==> src/sv/dwpi_pkg.sv <==
`timescale 1ns / 1ps

package dwpi_pkg;

    localparam int unsigned CFG_DATA_W = 24;

    typedef logic [2:0] t_cfg_idx;

    // register indexes on the configuration channel
    localparam t_cfg_idx REG_KP            = 3'd0;
    localparam t_cfg_idx REG_KI_HALF_T     = 3'd1;
    localparam t_cfg_idx REG_NEUTRAL_WIDTH = 3'd2;
    localparam t_cfg_idx REG_PWM_MIN       = 3'd3;
    localparam t_cfg_idx REG_PWM_MAX       = 3'd4;
    localparam t_cfg_idx REG_FF_GAIN       = 3'd5;
    localparam t_cfg_idx REG_INVERT_MASK   = 3'd6;

    // action codes carried in tuser
    localparam logic ACT_UPDATE  = 1'b0;
    localparam logic ACT_TIMEOUT = 1'b1;

    // 0.082 in Q0.16 and 1/0.082 in Q4.16
    localparam logic [13:0] LIM_GAIN_Q16  = 14'd5374;
    localparam logic [19:0] TICK_GAIN_Q16 = 20'd799220;

    typedef struct packed {
        logic [15:0] kp;
        logic [23:0] ki_half_t;
        logic [14:0] neutral_width;
        logic [14:0] pwm_min;
        logic [14:0] pwm_max;
        logic [15:0] ff_gain;
        logic [1:0]  invert_mask;
    } t_cfg;

    typedef enum logic [2:0] {
        ST_IDLE,
        ST_MUL,
        ST_INTEG,
        ST_OUT,
        ST_TICK,
        ST_DONE
    } t_state;

    // stage enables from the sequencer to both lanes
    typedef struct packed {
        logic load;
        logic mul;
        logic integ;
        logic outc;
        logic tick;
        logic clear;
    } t_lane_ctl;

endpackage

==> src/sv/dwpi_merge.sv <==
`timescale 1ns / 1ps

module dwpi_merge #(
    parameter int unsigned PWM_PERIOD = 20000
) (
    input  logic        i_timeout,
    input  logic [14:0] i_neutral,
    input  logic [14:0] i_left_pulse,
    input  logic [14:0] i_right_pulse,
    output logic [14:0] o_left_pulse,
    output logic [14:0] o_right_pulse
);
    import dwpi_pkg::*;

    localparam logic [15:0] PERIOD_W = 16'(PWM_PERIOD);

    function automatic logic [14:0] cap_period(input logic [14:0] v);
        logic [15:0] vx;
        vx = {1'b0, v};
        return (vx > PERIOD_W) ? PERIOD_W[14:0] : v;
    endfunction

    // a timeout sends neutral on both wheels
    assign o_left_pulse  = cap_period(i_timeout ? i_neutral : i_left_pulse);
    assign o_right_pulse = cap_period(i_timeout ? i_neutral : i_right_pulse);

endmodule

==> config.mk <==
export PLATFORM = sky130hd
export DESIGN_NAME = dwpi_merge
export DESIGN_NICKNAME = d
export VERILOG_FILES = /design/src/sv/dwpi_pkg.sv /design/src/sv/dwpi_merge.sv
export SDC_FILE = /design/constraint.sdc
export NUM_CORES = 1
export LEC_CHECK = 0
export BUFFER_PORTS_ARGS = -buffer_cell sky130_fd_sc_hd__buf_2
export CELL_PAD_IN_SITES_DETAIL_PLACEMENT = 1
export CELL_PAD_IN_SITES_GLOBAL_PLACEMENT = 1
export CORE_MARGIN = 2
export CORE_UTILIZATION = 21
export DETAILED_ROUTE_END_ITERATION = 12
export MAX_ROUTING_LAYER = met4
export PLACE_DENSITY = 0.93
export SETUP_SLACK_MARGIN = 0.2
export SYNTH_ARGS = -nofsm -noshare
export SYNTH_HDL_FRONTEND = slang
export SYNTH_SLANG_ARGS = --single-unit
==> constraint.sdc <==
create_clock -name vclk -period 1.5
set_clock_uncertainty 0.05 [all_clocks]
set_input_delay 0.15 -clock vclk [all_inputs]
set_output_delay 0.15 -clock vclk [all_outputs]
set_load 0.03 [all_outputs]
==> flow_summary.ini, run 1 <==
[worst_setup_path]
cp.arrival_ns = 1.63
crit_required_ns = 1.30
setup.worst_path.class = in2out
cp_max_fo = 9
startpoint_type = input port
end_kind = primary output

[timing]
fin_crit_ns = 1.83
fin_crit_sh = 1.22
timing.final.ws_setup_ns = -0.332
setup_violations = 28
tns_ns = -7.58
rsz0062_at_grt = true
hold-worst-slack_ns = 0.698
worst_slew_pin_slew_ns = 0.413
fmax_mhz = 546
drv_slew = 0
slew_headroom = 0.717
hold_viol = 0

[layout]
nClkBuffers = 0
fin_area_mm2 = 0.00212
ff_latch_area_um2 = 0
antenna_cells = 0
final_cells = 252
drive_gt1_frac = 0.816
seq_cell_count = 0
multi_input_area_um2 = 983
final_core_util = 0.645
syn_to_final_growth_pct = 201
final_nets = 254
nFillCells = 359

[grt]
grt_max_degree = 11
grt_first_pass_wirelength_um = 6870
overflow = 0
grt_pass1_vias = 1350
grtUsageTotal = 0.253
antenna_found_initial = 0

[yosys]
synth_nets = 140
yosysWarnings = 0
post_synth_num_cell_types = 27
synth_cells = 94
syn_area_um2 = 704
synth_area_per_cell_um2 = 7.49
yosysSeqAreaShare = 0

[floorplan]
die_x_um = 61.9
core-area_mm2 = 0.00328
start_util = 0.214
die-area_mm2 = 0.00383
die-height_um = 61.9
io_pins = 76
rows = 21

[routing]
initialDrtViolationCount = 36
wl_per_cell_um = 20.8
drc = 0
avgViaCountPerCell = 5.13
drt-pass1-iter-count = 5
vias = 1293
drt.antenna.violating_nets = 0
routed_wirelength_um = 5250

[placed_design]
gp_congestion = 0.828
pre_cts_slack_ns = -0.470
hpwl_um = 3560
numPortBuffers = 76
place_area_mm2 = 0.00170
dp_cells = 238

[pwr]
power_density_mw_per_mm2 = 466
power_uw = 988
ir_worst_vdd_mv = 0.212
p_leak_nw = 0.989

[clocking]
cts-hold-fix-buffers = 0

[hold_path]
min_path_type = in2out

[job]
maxCapViolCount = 0

[outcome]
violations = negative setup slack
status = finished, violations left
## per-layer routing
layer / GRT usage / vias up / routed length [µm]
met5: - / - / 0
met4: 0.0122 / 0 / 103
met3: 0.00414 / 8 / 136
met2: 0.504 / 45 / 3060
met1: 0.294 / 653 / 1950
li1: - / 587 / -
## cells in the mapped netlist (all sizes together)
master | count | area share
mux2i | 20 | 0.28
nor3 | 18 | 0.15
buf | 7 | 0.071
a211o | 6 | 0.075
nand2 | 5 | 0.027
inv | 4 | 0.021
nor2 | 4 | 0.021
o21ai | 4 | 0.028
or3 | 4 | 0.043
and2b | 3 | 0.037
nor2b | 3 | 0.027
nor3b | 3 | 0.062
a222oi | 2 | 0.028
clkbuf | 2 | 0.025
nand3 | 2 | 0.014
o211ai | 2 | 0.028
o31ai | 2 | 0.021
or3b | 2 | 0.025
nand3b | 1 | 0.011
## cells in the final DEF, fill, tap and decap left out, types with 2 or more instances in the layout
master    synthesis  final
or3b_4            0      2
buf_6             2     39
nor3b_4           1      3
a222oi_1          2      2
and2b_2           3      3
nand2_1           5      3
buf_12            0      7
mux2i_1          20     20
buf_2             4     43
o21ai_4           0      2
nor2_4            0      4
buf_4             1     30
a211o_4           0      6
inv_1             4      4
or3_4             1      3
o21ai_0           4      2
nor3_4            1     18
nor2b_1           3      3
## critical path, cell delays in order
cell and delay [ns]:
buf_12 0.12, buf_12 0.13, and2b_2 0.22, nand2_1 0.07
a222oi_1 0.38, buf_4 0.21, buf_12 0.15, nor3_4 0.05
buf_6 0.15
## layout make-up
type	instances	area share
tap	46	0.0272
multi-input combinational	81	0.464
timing repair buffer	121	0.501
inverter	4	0.00709
## where the power goes
group / switching, mW / internal [mW]
sequential: 0 / 0
clock: 0 / 0
combinational: 0.500 / 0.488
total: 0.500 / 0.488
## logic make-up (layout without fill, tap and decap cells)
kind of cell | Yosys count | count (layout) | share of synthesized area
simple gates | 45 | 45 | 0.417
mux | 20 | 20 | 0.284
buf+inv | 13 | 125 | 0.117
compound gates | 16 | 16 | 0.181
## timing repair
item | in CTS | in global routing
cloned | 1 | 0
hold endpoints to repair | 0 | 0
resized for setup | 71 | 15
buffers inserted | 5 | 8
pin swaps | 12 | 15
setup endpoints to repair | 30 | 30
## worst paths after layout
check	to	slack [ns]	depth (start not counted)	from
worst max-delay path	o_left_pulse[4]	-0.33	9	i_timeout
worst min-delay path	o_left_pulse[9]	0.70	4	i_left_pulse[9]
Note: power is estimated with default switching activity, not from simulation.
==> run 2: changes to the inputs <==
--- a/config.mk
+++ b/config.mk
@@ -8,7 +8,6 @@
 export BUFFER_PORTS_ARGS = -buffer_cell sky130_fd_sc_hd__buf_2
 export CELL_PAD_IN_SITES_DETAIL_PLACEMENT = 1
 export CELL_PAD_IN_SITES_GLOBAL_PLACEMENT = 1
-export CORE_MARGIN = 2
 export CORE_UTILIZATION = 21
 export DETAILED_ROUTE_END_ITERATION = 12
 export MAX_ROUTING_LAYER = met4
==> flow_summary.ini, run 2 (same netlist as run 1, synthesis figures left out) <==
[outcome]
status = finished, violations left
violations = negative setup slack

[worst_setup_path]
cp_max_fo = 6
end_kind = primary output
crit_required_ns = 1.30
startpoint_type = input port
setup.worst_path.class = in2out
cp.arrival_ns = 1.74

[floorplan]
start_util = 0.225
die_x_um = 59.9
die-height_um = 59.9
core-area_mm2 = 0.00313
die-area_mm2 = 0.00359
io_pins = 76
rows = 20

[timing]
fin_crit_sh = 1.29
setup_violations = 28
fin_crit_ns = 1.94
rsz0062_at_grt = true
worst_slew_pin_slew_ns = 0.489
fmax_mhz = 516
timing.final.ws_setup_ns = -0.439
drv_slew = 0
slew_headroom = 0.674
hold_viol = 0
tns_ns = -9.17

[layout]
seq_cell_count = 0
final_core_util = 0.672
final_nets = 256
antenna_cells = 0
nFillCells = 340
fin_area_mm2 = 0.00210
final_cell_mix = buf_2, buf_6, buf_4
drive_gt1_frac = 0.813
ff_latch_area_um2 = 0
syn_to_final_growth_pct = 199
nClkBuffers = 0
layout_commonest_cell = buf_2

[pwr]
ir_worst_vdd_mv = 0.197
power_density_mw_per_mm2 = 462
clkPwrFrac = 0
p_sw_uw = 505
seqPwrFrac = 0
power.internal_uw = 467
comb_power_share = 1.000
p_leak_nw = 0.993
power_uw = 972
netSwitchingFraction = 0.520

[hold_path]
hold_end = o_left_pulse[10]
holdPathStages = 4
min_path_type = in2out
hold_path_startpoint = i_neutral[10]

[routing]
initialDrtViolationCount = 50
wl_per_cell_um = 23.3
drt-pass1-iter-count = 4
drt.antenna.violating_nets = 0
vias = 1331
drc = 0
routed_wirelength_um = 5860
avgViaCountPerCell = 5.28

[grt]
grt_pass1_vias = 1452
grt_first_pass_wirelength_um = 8040
grtUsageTotal = 0.322
grt_max_degree = 12
overflow = 0
antenna_found_initial = 0

[placed_design]
hpwl_um = 3640
gp_congestion = 0.775
place_area_mm2 = 0.00174
numPortBuffers = 76

[clocking]
cts-hold-fix-buffers = 0

[job]
maxCapViolCount = 0
-- run 2: cell types whose count changed in the layout (fill, tap and decap cells not counted), sizes merged --
| cell | previous run | this run |
|---|---|---|
| buf | 121 | 123 |
-- run 2: layer usage --
metal  routed length (µm)  GRT usage  part of all wire
met1                 2060      0.315              0.35
met2                 3220      0.622              0.55
met3                  226     0.0346             0.039
met4                  352      0.156             0.060
met5                    0          -                 0
-- run 2: power by group through the flow --
stage | clock (mW) | combinational [mW] | sequential [mW]
after floorplan | 0 | 0.496 | 0
after global placement | 0 | 0.738 | 0
after detailed placement | 0 | 0.767 | 0
after CTS | 0 | 0.924 | 0
after global routing | 0 | 1.01 | 0
final | 0 | 0.972 | 0
-- run 2: what timing repair did --
item,4_1_cts,5_1_grt
setup buffers,2,6
setup endpoints to repair,28,28
pin swaps,14,9
gates resized for setup,78,2
cloned,1,0
hold endpoints to repair,0,0
-- run 2: critical path, cell delays in order --
cell and delay [ns]:
buf_12 0.11, buf_8 0.11, nor3_4 0.14, o211ai_1 0.16
a222oi_1 0.47, buf_4 0.26, buf_12 0.14, nor3_4 0.04
buf_6 0.15
-- run 2: worst max path at each step --
stage / slack, ns / cells past startpoint / endpoint / from
after floorplan: -0.08 / 5 / o_left_pulse[5] / i_neutral[12]
after global placement: -0.36 / 7 / o_left_pulse[5] / i_timeout
after detailed placement: -0.43 / 8 / o_right_pulse[6] / i_timeout
after CTS: -0.24 / 9 / o_left_pulse[4] / i_timeout
after global routing: -0.50 / 9 / o_left_pulse[8] / i_timeout
final: -0.44 / 9 / o_left_pulse[8] / i_timeout
-- run 2: stage by stage --
step / hold WS (ns) / cells / setup WS, ns
detailed placement: 0.750 / 243 / -0.432
global placement: 0.740 / 243 / -0.361
CTS: 0.684 / 246 / -0.240
finish: 0.694 / 252 / -0.439
global route: 0.703 / 252 / -0.498
floorplan: 0.407 / 94 / -0.0773
-- run 2: area by class of cell --
class / instances / area, µm² / area share
repair buffers: 123 / 1060 / 0.506
multi-input cells: 81 / 970 / 0.461
inverters: 4 / 15.0 / 0.00714
well taps: 44 / 55.1 / 0.0262
